`src/hw/rtl/shabs_pkg.sv`:
```
package shabs_pkg;

    localparam int DigestWords = 8;
    localparam int StateWords = 8;
    localparam int WindowWords = 16;

    localparam logic [7:0] PadByte = 8'h80;
    localparam logic [5:0] LenStart = 6'd56;
    localparam logic [5:0] BlockLast = 6'd63;
    localparam logic [5:0] RoundLast = 6'd63;
    localparam logic [63:0] BlockBits = 64'd512;
    localparam logic [2:0] WordLast = 3'(DigestWords - 1);

    localparam logic [31:0] InitHash [StateWords] = '{
        32'h6a09e667, 32'hbb67ae85, 32'h3c6ef372, 32'ha54ff53a,
        32'h510e527f, 32'h9b05688c, 32'h1f83d9ab, 32'h5be0cd19
    };

    localparam logic [31:0] RoundK [64] = '{
        32'h428a2f98, 32'h71374491, 32'hb5c0fbcf, 32'he9b5dba5,
        32'h3956c25b, 32'h59f111f1, 32'h923f82a4, 32'hab1c5ed5,
        32'hd807aa98, 32'h12835b01, 32'h243185be, 32'h550c7dc3,
        32'h72be5d74, 32'h80deb1fe, 32'h9bdc06a7, 32'hc19bf174,
        32'he49b69c1, 32'hefbe4786, 32'h0fc19dc6, 32'h240ca1cc,
        32'h2de92c6f, 32'h4a7484aa, 32'h5cb0a9dc, 32'h76f988da,
        32'h983e5152, 32'ha831c66d, 32'hb00327c8, 32'hbf597fc7,
        32'hc6e00bf3, 32'hd5a79147, 32'h06ca6351, 32'h14292967,
        32'h27b70a85, 32'h2e1b2138, 32'h4d2c6dfc, 32'h53380d13,
        32'h650a7354, 32'h766a0abb, 32'h81c2c92e, 32'h92722c85,
        32'ha2bfe8a1, 32'ha81a664b, 32'hc24b8b70, 32'hc76c51a3,
        32'hd192e819, 32'hd6990624, 32'hf40e3585, 32'h106aa070,
        32'h19a4c116, 32'h1e376c08, 32'h2748774c, 32'h34b0bcb5,
        32'h391c0cb3, 32'h4ed8aa4a, 32'h5b9cca4f, 32'h682e6ff3,
        32'h748f82ee, 32'h78a5636f, 32'h84c87814, 32'h8cc70208,
        32'h90befffa, 32'ha4506ceb, 32'hbef9a3f7, 32'hc67178f2
    };

    typedef struct packed {
        logic       action;
        logic [7:0] data_byte;
    } shabs_item_t;

    typedef struct packed {
        logic [31:0] digest_word;
        logic [2:0]  word_index;
        logic        last_word;
    } shabs_result_t;

    typedef struct packed {
        logic       shift_en;
        logic [7:0] shift_byte;
        logic       round_start;
        logic       round_en;
        logic [5:0] rnd;
        logic       hash_add;
        logic       hash_init;
        logic [2:0] rd_idx;
    } shabs_ctrl_t;

    typedef enum logic [4:0] {
        ST_IDLE  = 5'b00001,
        ST_PAD   = 5'b00010,
        ST_ROUND = 5'b00100,
        ST_ADD   = 5'b01000,
        ST_OUT   = 5'b10000
    } shabs_state_t;

    function automatic logic [31:0] rotr(input logic [31:0] x, input int n);
        return (x >> n) | (x << (32 - n));
    endfunction

endpackage

```
`src/hw/rtl/shabs_sched.sv`:
```
module shabs_sched
    import shabs_pkg::*;
(
    input  logic        clk,
    input  shabs_ctrl_t ctrl,
    output logic [31:0] w_t
);

    // word 0 is the oldest: w[t] during the rounds, the first byte while absorbing
    logic [0:WindowWords-1][31:0] win_reg;
    logic [0:WindowWords-1][31:0] win_next;
    logic [32*WindowWords-1:0]    flat;
    logic [31:0]                  s0;
    logic [31:0]                  s1;
    logic [31:0]                  w_new;

    assign flat = win_reg;
    assign w_t  = win_reg[0];

    always_comb
    begin
        s0 = rotr(win_reg[1], 7) ^ rotr(win_reg[1], 18) ^ (win_reg[1] >> 3);
        s1 = rotr(win_reg[14], 17) ^ rotr(win_reg[14], 19) ^ (win_reg[14] >> 10);
        w_new = win_reg[0] + s0 + win_reg[9] + s1;
    end

    always_comb
    begin
        win_next = win_reg;
        if (ctrl.shift_en)
        begin
            win_next = {flat[32*WindowWords-9:0], ctrl.shift_byte};
        end
        else if (ctrl.round_en)
        begin
            win_next = {flat[32*WindowWords-33:0], w_new};
        end
    end

    always_ff @(posedge clk)
    begin
        win_reg <= win_next;
    end

endmodule

```
`src/hw/rtl/shabs_round.sv`:
```
module shabs_round
    import shabs_pkg::*;
(
    input  logic        clk,
    input  logic        rst_n,
    input  shabs_ctrl_t ctrl,
    input  logic [31:0] w_t,
    output logic [31:0] rd_word
);

    logic [31:0] hash_reg [StateWords];
    logic [31:0] v_reg [StateWords];
    logic [31:0] v_next [StateWords];
    logic [31:0] big0;
    logic [31:0] big1;
    logic [31:0] ch;
    logic [31:0] maj;
    logic [31:0] t1;
    logic [31:0] t2;

    assign rd_word = hash_reg[ctrl.rd_idx];

    always_comb
    begin
        big1 = rotr(v_reg[4], 6) ^ rotr(v_reg[4], 11) ^ rotr(v_reg[4], 25);
        ch   = (v_reg[4] & v_reg[5]) ^ (~v_reg[4] & v_reg[6]);
        big0 = rotr(v_reg[0], 2) ^ rotr(v_reg[0], 13) ^ rotr(v_reg[0], 22);
        maj  = (v_reg[0] & v_reg[1]) ^ (v_reg[0] & v_reg[2]) ^ (v_reg[1] & v_reg[2]);
        t1   = v_reg[7] + big1 + ch + RoundK[ctrl.rnd] + w_t;
        t2   = big0 + maj;
        v_next = v_reg;
        if (ctrl.round_start)
        begin
            v_next = hash_reg;
        end
        else if (ctrl.round_en)
        begin
            v_next[7] = v_reg[6];
            v_next[6] = v_reg[5];
            v_next[5] = v_reg[4];
            v_next[4] = v_reg[3] + t1;
            v_next[3] = v_reg[2];
            v_next[2] = v_reg[1];
            v_next[1] = v_reg[0];
            v_next[0] = t1 + t2;
        end
    end

    always_ff @(posedge clk)
    begin
        v_reg <= v_next;
    end

    always_ff @(posedge clk or negedge rst_n)
    begin
        if (!rst_n)
        begin
            hash_reg <= InitHash;
        end
        else if (ctrl.hash_init)
        begin
            hash_reg <= InitHash;
        end
        else if (ctrl.hash_add)
        begin
            for (int i = 0; i < StateWords; i++)
            begin
                hash_reg[i] <= hash_reg[i] + v_reg[i];
            end
        end
    end

endmodule

```
`src/hw/rtl/sha256_byte_stream_hasher.sv`:
```
// sha-256 over a byte stream
// item channel (item_valid, item_stall, item): action 0 absorbs item.data_byte,
// action 1 pads the message and starts the digest readout
// result channel (result_valid, result_stall, result): after a finish, eight
// transfers carry hash words 0..7, last_word set on the eighth
// an absorb transfer shifts one byte into the window; the byte that fills a
// 64-byte block starts the 64 rounds and the hash update on one shared round unit
// a finish inserts padding one byte per cycle (64 - pending bytes, or 128 -
// pending when 56 or more are pending), pausing for the rounds and hash update
// of each padded block, then loads one digest word per cycle, unless the result
// stalls, into the output register; item_stall is high from the cycle after any
// of this work starts until its hash update, or after a finish until the last
// digest word is loaded; the hash then returns to its initial value
// a stalled result holds its word and pauses the readout
// reset loads the initial hash and clears the byte and bit counts
module sha256_byte_stream_hasher
    import shabs_pkg::*;
(
    input  logic          clk,
    input  logic          rst_n,
    input  logic          item_valid,
    output logic          item_stall,
    input  shabs_item_t   item,
    output logic          result_valid,
    input  logic          result_stall,
    output shabs_result_t result
);

    shabs_state_t  state_reg;
    shabs_state_t  state_next;
    logic [5:0]    fill_reg;
    logic [5:0]    fill_next;
    logic [63:0]   bitcnt_reg;
    logic [63:0]   bitcnt_next;
    logic [63:0]   total_reg;
    logic [63:0]   total_next;
    logic [5:0]    rnd_reg;
    logic [5:0]    rnd_next;
    logic [2:0]    idx_reg;
    logic [2:0]    idx_next;
    logic          finish_reg;
    logic          finish_next;
    logic          first_reg;
    logic          first_next;
    logic          lenok_reg;
    logic          lenok_next;
    logic          final_reg;
    logic          final_next;
    logic          lenok_blk;
    logic          load_out;
    logic          valid_reg;
    shabs_result_t result_reg;
    shabs_ctrl_t   ctrl;
    logic [31:0]   w_t;
    logic [31:0]   rd_word;

    assign item_stall   = (state_reg != ST_IDLE);
    assign result_valid = valid_reg;
    assign result       = result_reg;
    assign load_out     = (state_reg == ST_OUT) && (!valid_reg || !result_stall);

    shabs_sched u_sched (
        .clk  (clk),
        .ctrl (ctrl),
        .w_t  (w_t)
    );

    shabs_round u_round (
        .clk     (clk),
        .rst_n   (rst_n),
        .ctrl    (ctrl),
        .w_t     (w_t),
        .rd_word (rd_word)
    );

    always_comb
    begin
        state_next  = state_reg;
        fill_next   = fill_reg;
        bitcnt_next = bitcnt_reg;
        total_next  = total_reg;
        rnd_next    = rnd_reg;
        idx_next    = idx_reg;
        finish_next = finish_reg;
        first_next  = first_reg;
        lenok_next  = lenok_reg;
        final_next  = final_reg;
        lenok_blk   = lenok_reg;
        ctrl        = '0;
        ctrl.rnd    = rnd_reg;
        ctrl.rd_idx = idx_reg;
        case (state_reg)
            ST_IDLE:
            begin
                if (item_valid)
                begin
                    if (!item.action)
                    begin
                        ctrl.shift_en   = 1'b1;
                        ctrl.shift_byte = item.data_byte;
                        fill_next       = fill_reg + 6'd1;
                        if (fill_reg == BlockLast)
                        begin
                            bitcnt_next      = bitcnt_reg + BlockBits;
                            ctrl.round_start = 1'b1;
                            rnd_next         = '0;
                            state_next       = ST_ROUND;
                        end
                    end
                    else
                    begin
                        total_next  = bitcnt_reg + {55'd0, fill_reg, 3'd0};
                        finish_next = 1'b1;
                        first_next  = 1'b1;
                        lenok_next  = 1'b0;
                        final_next  = 1'b0;
                        state_next  = ST_PAD;
                    end
                end
            end
            ST_PAD:
            begin
                ctrl.shift_en = 1'b1;
                if (first_reg)
                begin
                    ctrl.shift_byte = PadByte;
                    first_next      = 1'b0;
                    // the length fits in this block only if the pad byte lands early enough
                    lenok_blk       = (fill_reg < LenStart);
                    lenok_next      = lenok_blk;
                end
                else if (lenok_reg && (fill_reg >= LenStart))
                begin
                    ctrl.shift_byte = total_reg[63:56];
                    total_next      = {total_reg[55:0], 8'h00};
                end
                else
                begin
                    ctrl.shift_byte = 8'h00;
                end
                fill_next = fill_reg + 6'd1;
                if (fill_reg == BlockLast)
                begin
                    ctrl.round_start = 1'b1;
                    rnd_next         = '0;
                    state_next       = ST_ROUND;
                    if (lenok_blk)
                    begin
                        final_next = 1'b1;
                    end
                    else
                    begin
                        lenok_next = 1'b1;
                    end
                end
            end
            ST_ROUND:
            begin
                ctrl.round_en = 1'b1;
                rnd_next      = rnd_reg + 6'd1;
                if (rnd_reg == RoundLast)
                begin
                    state_next = ST_ADD;
                end
            end
            ST_ADD:
            begin
                ctrl.hash_add = 1'b1;
                if (!finish_reg)
                begin
                    state_next = ST_IDLE;
                end
                else if (final_reg)
                begin
                    idx_next   = '0;
                    state_next = ST_OUT;
                end
                else
                begin
                    state_next = ST_PAD;
                end
            end
            ST_OUT:
            begin
                if (load_out)
                begin
                    idx_next = idx_reg + 3'd1;
                    if (idx_reg == WordLast)
                    begin
                        ctrl.hash_init = 1'b1;
                        bitcnt_next    = '0;
                        fill_next      = '0;
                        finish_next    = 1'b0;
                        final_next     = 1'b0;
                        state_next     = ST_IDLE;
                    end
                end
            end
            default:
            begin
                state_next = ST_IDLE;
            end
        endcase
    end

    always_ff @(posedge clk or negedge rst_n)
    begin
        if (!rst_n)
        begin
            state_reg  <= ST_IDLE;
            fill_reg   <= '0;
            bitcnt_reg <= '0;
            rnd_reg    <= '0;
            idx_reg    <= '0;
            finish_reg <= 1'b0;
            first_reg  <= 1'b0;
            lenok_reg  <= 1'b0;
            final_reg  <= 1'b0;
            valid_reg  <= 1'b0;
        end
        else
        begin
            state_reg  <= state_next;
            fill_reg   <= fill_next;
            bitcnt_reg <= bitcnt_next;
            rnd_reg    <= rnd_next;
            idx_reg    <= idx_next;
            finish_reg <= finish_next;
            first_reg  <= first_next;
            lenok_reg  <= lenok_next;
            final_reg  <= final_next;
            if (load_out)
            begin
                valid_reg <= 1'b1;
            end
            else if (!result_stall)
            begin
                valid_reg <= 1'b0;
            end
        end
    end

    always_ff @(posedge clk)
    begin
        total_reg <= total_next;
        if (load_out)
        begin
            result_reg.digest_word <= rd_word;
            result_reg.word_index  <= idx_reg;
            result_reg.last_word   <= (idx_reg == WordLast);
        end
    end

    // the final block always ends on a block boundary
    assert property (@(posedge clk) disable iff (!rst_n)
        (state_reg == ST_OUT) |-> (fill_reg == '0))
        else $error("digest readout with bytes pending");

    // round 63 is followed by the hash update
    assert property (@(posedge clk) disable iff (!rst_n)
        (state_reg == ST_ROUND) && (rnd_reg == RoundLast) |=> (state_reg == ST_ADD))
        else $error("compression did not end after round 63");

    // the last block of a finish must carry the length
    assert property (@(posedge clk) disable iff (!rst_n)
        final_reg |-> (lenok_reg && finish_reg))
        else $error("final block without length field");

    // digest words leave in order
    assert property (@(posedge clk) disable iff (!rst_n)
        load_out && (idx_reg != '0) |-> (result_reg.word_index == idx_reg - 3'd1))
        else $error("digest word out of order");

endmodule
```
`config.mk`:
```
export PLATFORM = sky130hd
export DESIGN_NAME = sha256_byte_stream_hasher
export DESIGN_NICKNAME = d
export VERILOG_FILES = /design/src/hw/rtl/shabs_pkg.sv /design/src/hw/rtl/shabs_sched.sv /design/src/hw/rtl/shabs_round.sv /design/src/hw/rtl/sha256_byte_stream_hasher.sv
export SDC_FILE = /design/constraint.sdc
export NUM_CORES = 2
export LEC_CHECK = 0
export CORE_MARGIN = 2
export CORE_UTILIZATION = 35
export DETAILED_ROUTE_END_ITERATION = 12
export DONT_BUFFER_PORTS = 1
export GPL_TIMING_DRIVEN = 1
export SETUP_SLACK_MARGIN = 0.15
export SYNTH_ARGS = -nofsm -noshare
export SYNTH_HDL_FRONTEND = slang
export SYNTH_SLANG_ARGS = --single-unit
```
`constraint.sdc`:
```
create_clock -name clk -period 20.5 [get_ports clk]
set_input_delay 1.025 -clock clk [delete_from_list [all_inputs] [get_ports clk]]
set_output_delay 1.025 -clock clk [all_outputs]
set_load 0.02 [all_outputs]
```
# --- Yosys cells after proc, flatten, opt, wreduce, memory -nomap -nowiden ---
# Memories as Yosys holds them, arrays and structs flattened.
# Index checks and enable logic that the tools add are counted.
word_totals:
  reg_bits: 1213
  mem_bits_ro: 2048
  in_bits: 13
  word_cells: 221
  memories: 1
mem_list:
  columns: ["name", "words", "word_bits", "read_ports", "rd_ports_with_merged_regs", "wr", "line_no", "rtl"]
  rows:
  - ["(name not given)", 64, 32, 1, 0, 0, "shabs_round.sv:29", "t1 = v_reg[7] + big1 + ch + RoundK[ctrl.rnd] + w_t;"]
classes:
  addsub: 23
  order_cmp: 4
  eq_ne: 23
  mux: 73
  bitwise_logic: 29
  n_reduce_logical: 22
op_table:
  columns: ["operator", "count"]
  rows:
  - ["$mux W256", 4]
  - ["$mux W512", 2]
  - ["$add A32 B32 Y32", 18]
  - ["$mux W64", 9]
  - ["$xor A32 B32 Y32", 9]
  - ["$pmux W64 S2", 2]
  - ["$and A32 B32 Y32", 5]
  - ["$mux W32", 4]
  - ["$bmux W32 S3", 1]
  - ["$add A64 B10 Y64 const B", 1]
  - ["$add A64 B9 Y64", 1]
  - ["$mux W6", 7]
  - ["$mux W5", 8]
  - ["$pmux W6 S3", 2]
  - ["$not A32 Y32", 1]
  - ["$or A10 B32 Y32", 1]
  - ["$or A13 B32 Y32", 1]
  - ["$or A14 B32 Y32", 1]
  - ["$or A15 B32 Y32", 1]
  - ["$or A19 B32 Y32", 1]
  - ["$or A21 B32 Y32", 1]
  - ["$or A25 B32 Y32", 1]
  - ["$or A26 B32 Y32", 1]
  - ["$or A30 B32 Y32", 1]
  - ["40 further kinds", 91]

# --- Logic depth before layout (Yosys ltp) ---
logic_depth:
  ltp_word: 10
  depth_mapped: 41
  ltp_nobuf: 40

# --- Cells and area by module ---
# Synthesis repeated with hierarchy kept, for this count alone.
unflattened:
  cells_unflattened: 7394
  hier_area_um2: 81046.5
modules_own_cells:
  columns: ["mod", "n_inst", "cells_per_inst", "area_each_um2", "seq_area_each_um2"]
  rows:
  - ["shabs_round", 1, 4906, 46832.4, 14263.7]
  - ["shabs_sched", 1, 1718, 26082.5, 15374.7]
  - ["sha256_byte_stream_hasher", 1, 770, 8131.5, 4916.0]

# --- Worst setup path after synthesis ---
# No wires, ideal clock.
synth_timing:
  path_kind: "input to register"
  startpoint: "in item[8] (netlist name)"
  endpoint: "reg u_sched.win_reg, in the netlist u_sched.flat[0], enable pin"
  setup_ps: 3633
  arrival_ps: 10457
  t_required_ps: 16867
  path_slack_ps: 6410
  stages: 7
  n_path_buf: 3
  cell_sequence: "nor2_1 > and2_1 > buf_2 > nor2_2 > clkbuf_1 > clkbuf_1 > nand2_1"
synth_between:
  elab_chain_cells: 4
synth_rtl:
  columns: ["element", "line_no", "rtl"]
  rows:
  - ["start, declared", "sha256_byte_stream_hasher.sv:23", "input shabs_item_t item,"]
  - ["$mux W10", "sha256_byte_stream_hasher.sv:97", "if (!item.action)"]
  - ["$mux W10", "sha256_byte_stream_hasher.sv:95", "if (item_valid)"]
  - ["$pmux W10 S2", "sha256_byte_stream_hasher.sv:92", "case (state_reg)"]
  - ["$reduce_bool A2 Y1 (no line)", null, null]
  - ["end signal, assigned", "shabs_sched.sv:42", "win_reg <= win_next;"]
  - ["end, declared", "shabs_sched.sv:10", "logic [0:WindowWords-1][31:0] win_reg;"]
# Every way passes these cells.
# A chain may end at the register's enable or synchronous reset.

==> flow_summary_export.csv <==
group,metric,value,unit
logic_synthesis,synth_nets,9137,
logic_synthesis,ys.flop_type,"edfxtp_1",
logic_synthesis,synthDistinctLibCells,109,
logic_synthesis,synth_edf_count,865,
clock_network,cts_root_buf,"clkbuf_16",
finish,syn2layout_area_growth,9.47,%
route,first_pass_iters,6,
worst_setup_path,critical_path_class,"flip-flop to flip-flop",
worst_setup_path,path_buf_inv,7,
timing,timing.final.max_slew_violations,0,
worst_setup_path,crit_path_max_fanout,21,
worst_setup_path,reg2reg_to,"u_round.v_reg[255]",
clock_network,cts_buffer_depth,3,
logic_synthesis,yosys_register_bits,1201,
place,io_buffers,0,
clock_network,cts_tree,"built",
global_route,antenna_found_initial,11,
floorplan,io_pins,51,
place,place.gp.congestion,0.941,
finish,layout_commonest_cell,"nand2_1",
finish,drive_above_1_share,0.0736,
worst_setup_path,slowest_delay,900,ps
finish,layout_common_cells,"nand2_1, edfxtp_1, a21oi_1, o21ai_0, ha_1",
logic_synthesis,yosysTopAreaCell,"edfxtp_1",
job,drv_cap,0,
logic_synthesis,ys_seq_area_frac,0.438,
worst_setup_path,required,20970,ps
finish,largest_reg_flops,480,
worst_setup_path,reg2reg_from,"rnd_reg[1]",
status,status,"finished, final reports clean",
place,dp.cells,11100,
route,drcViolationCount,0,
clock_network,cts-resized-gates,0,
worst_setup_path,crit_start,"rnd_reg[1]",
global_route,grt_pass1_vias,60700,
timing,finalHoldViolations,0,
finish,fill_cells,22200,
route,vias,61500,
global_route,grtUsageTotal,0.217,
floorplan,die_h,479,µm
hold_path,hp-class,"input port to asynchronous set/reset pin",
place,placed_area,0.0816,mm²
timing,relSlewSlack,0.142,
finish,design_area,0.0864,mm²
finish,utilization,0.385,
floorplan,die_w,479,µm
global_route,grt_pass1_wl,382000,µm
timing,post-route-period-util,0.531,
worst_setup_path,crit_family,"adder cells",
worst_setup_path,start_kind,"flip-flop",
timing,worst_slew_pin_slew,1290,ps
clock_network,clk_latency,820,ps
logic_synthesis,synthCells,8531,
worst_setup_path,crit_path_end_kind,"flip-flop",
route,drt-total-wl,254000,µm
worst_setup_path,r2r_cells,37,
timing,skew,63.0,ps
clock_network,cts_sinks,1201,
logic_synthesis,synth_area,0.0790,mm²
route,wl_per_cell,22.3,µm
clock_network,htree_levels,4,
timing,rsz0062_at_grt,"false",
floorplan,coreArea,0.224,mm²
route,drtIter0Drc,6650,
global_route,grt_max_degree,245,
worst_setup_path,crit_path_frequent_cell,"inv_1",
worst_setup_path,r2r_setup_slack,9620,ps
timing,setup_tns,0,ps
logic_synthesis,avgSynthCellArea,9.26,µm²
route,avgViaCountPerCell,5.40,
route,ant_nets,0,
worst_setup_path,crit_slowest_cell,"ha_1",
logic_synthesis,synthDominantCellAreaShare,0.329,
clock_network,cts_made_buffers,144,
logic_synthesis,synth-async-reset-ratio,0.280,
worst_setup_path,cp_data_arrival_time,11350,ps
global_route,grt-ovfl-total,0,
timing,setup_viol,0,
clock_network,clk_pin_slew,60,ps
floorplan,initial_core_util,0.352,
place,dpl.hpwl,179000,µm
floorplan,die_area,0.229,mm²
finish,nNetsFinal,8892,
logic_synthesis,yosysWarningCount,0,
timing,max_freq,91.9,MHz
finish,layoutNonFillerInstCount,11400,
floorplan,rows,174,
timing,period_minus_slack,10880,ps
logic_synthesis,netlist_top_cells_area,"edfxtp_1, nand2_1, dfrtp_1, ha_1, fa_1",
## layer usage
layer | part of all wire | GRT usage
met5 | 0.00024 | 0
met4 | 0.033 | 0.0722
met3 | 0.062 | 0.0338
met2 | 0.46 | 0.350
met1 | 0.44 | 0.299
## through the flow
stage	hold slack (ps)	worst slack, ps
global placement	492	9930
CTS	2.76	9820
finish	60.8	9620
detailed placement	498	9950
global route	10.0	9130
floorplan	451	6410
## worst reg2reg max path: cells and delay by family (launching register included)
family / cells / cell delay (ps)
AOI/OAI and AO/OA: 12 / 3330
xor gates and xnor gates: 3 / 570
adders and majority gates: 7 / 3590
buffers and inverters: 7 / 1220
DFF: 1 / 320
and+or+nand+nor: 8 / 1500
## cells in the mapped netlist, types with 13 or more instances
| master | n |
|---|---|
| o31ai_1 | 31 |
| mux2i_1 | 24 |
| and2_1 | 29 |
| nand2b_1 | 75 |
| nand2_1 | 2525 |
| a211oi_1 | 40 |
| xor2_1 | 255 |
| nor3_1 | 121 |
| or3_1 | 50 |
| nand4_1 | 21 |
| mux4_2 | 70 |
| nand3_1 | 176 |
| o21ai_0 | 456 |
| mux2_2 | 49 |
| o21a_1 | 47 |
| inv_1 | 365 |
| ha_1 | 398 |
| nor2_1 | 389 |
| clkbuf_1 | 365 |
| edfxtp_1 | 865 |
| or2_2 | 13 |
| dfrtp_1 | 199 |
| o22ai_1 | 14 |
| and3_1 | 35 |
| a311oi_1 | 17 |
| a21o_1 | 184 |
| buf_2 | 61 |
| o211ai_1 | 33 |
| xnor2_1 | 367 |
| dfstp_2 | 137 |
| o21ai_1 | 17 |
| buf_1 | 38 |
| a21oi_1 | 490 |
| fa_1 | 195 |
| nor4_1 | 15 |
| a31oi_1 | 46 |
| nor2b_1 | 45 |
| o21bai_1 | 50 |
## what timing repair did
item,in CTS,in global routing
buffers inserted,0,0
endpoints found under the hold margin,199,0
hold buffers,1,0
## layout make-up
| cell class | count | area, µm² | area share |
|---|---|---|---|
| clock inverter | 66 | 810 | 0.00937 |
| tap | 2992 | 3740 | 0.0433 |
| clock buffer | 196 | 3970 | 0.0459 |
| multi-input combinational | 6498 | 41300 | 0.478 |
| sequential | 1201 | 34600 | 0.400 |
| timing repair buffer | 74 | 658 | 0.00761 |
| inverter | 367 | 1390 | 0.0160 |
| antenna | 4 | 10.0 | 0.000116 |
## how the worst max path moves through the flow
stage | endpoint | cells past startpoint
global route | u_round.v_reg[255] | 34
global placement | u_round.v_reg[255] | 37
CTS | u_round.v_reg[255] | 37
floorplan | u_sched.flat[0] | 7
detailed placement | u_round.v_reg[255] | 37
finish | u_round.v_reg[255] | 37
## cell families after synthesis
family,count (synthesis),synth area share
AND/OR/NAND/NOR,3541,0.185
AO/OA/AOI/OAI,1593,0.124
flip-flops,1201,0.438
buffers and inverters,832,0.0406
XOR/XNOR,624,0.0694
adder cells (fa/ha/maj),597,0.113
multiplexers,143,0.0300
Power is left out: the tool's default activity adds up to more than one toggle a clock period on the data nets, which glitch-free logic cannot reach.
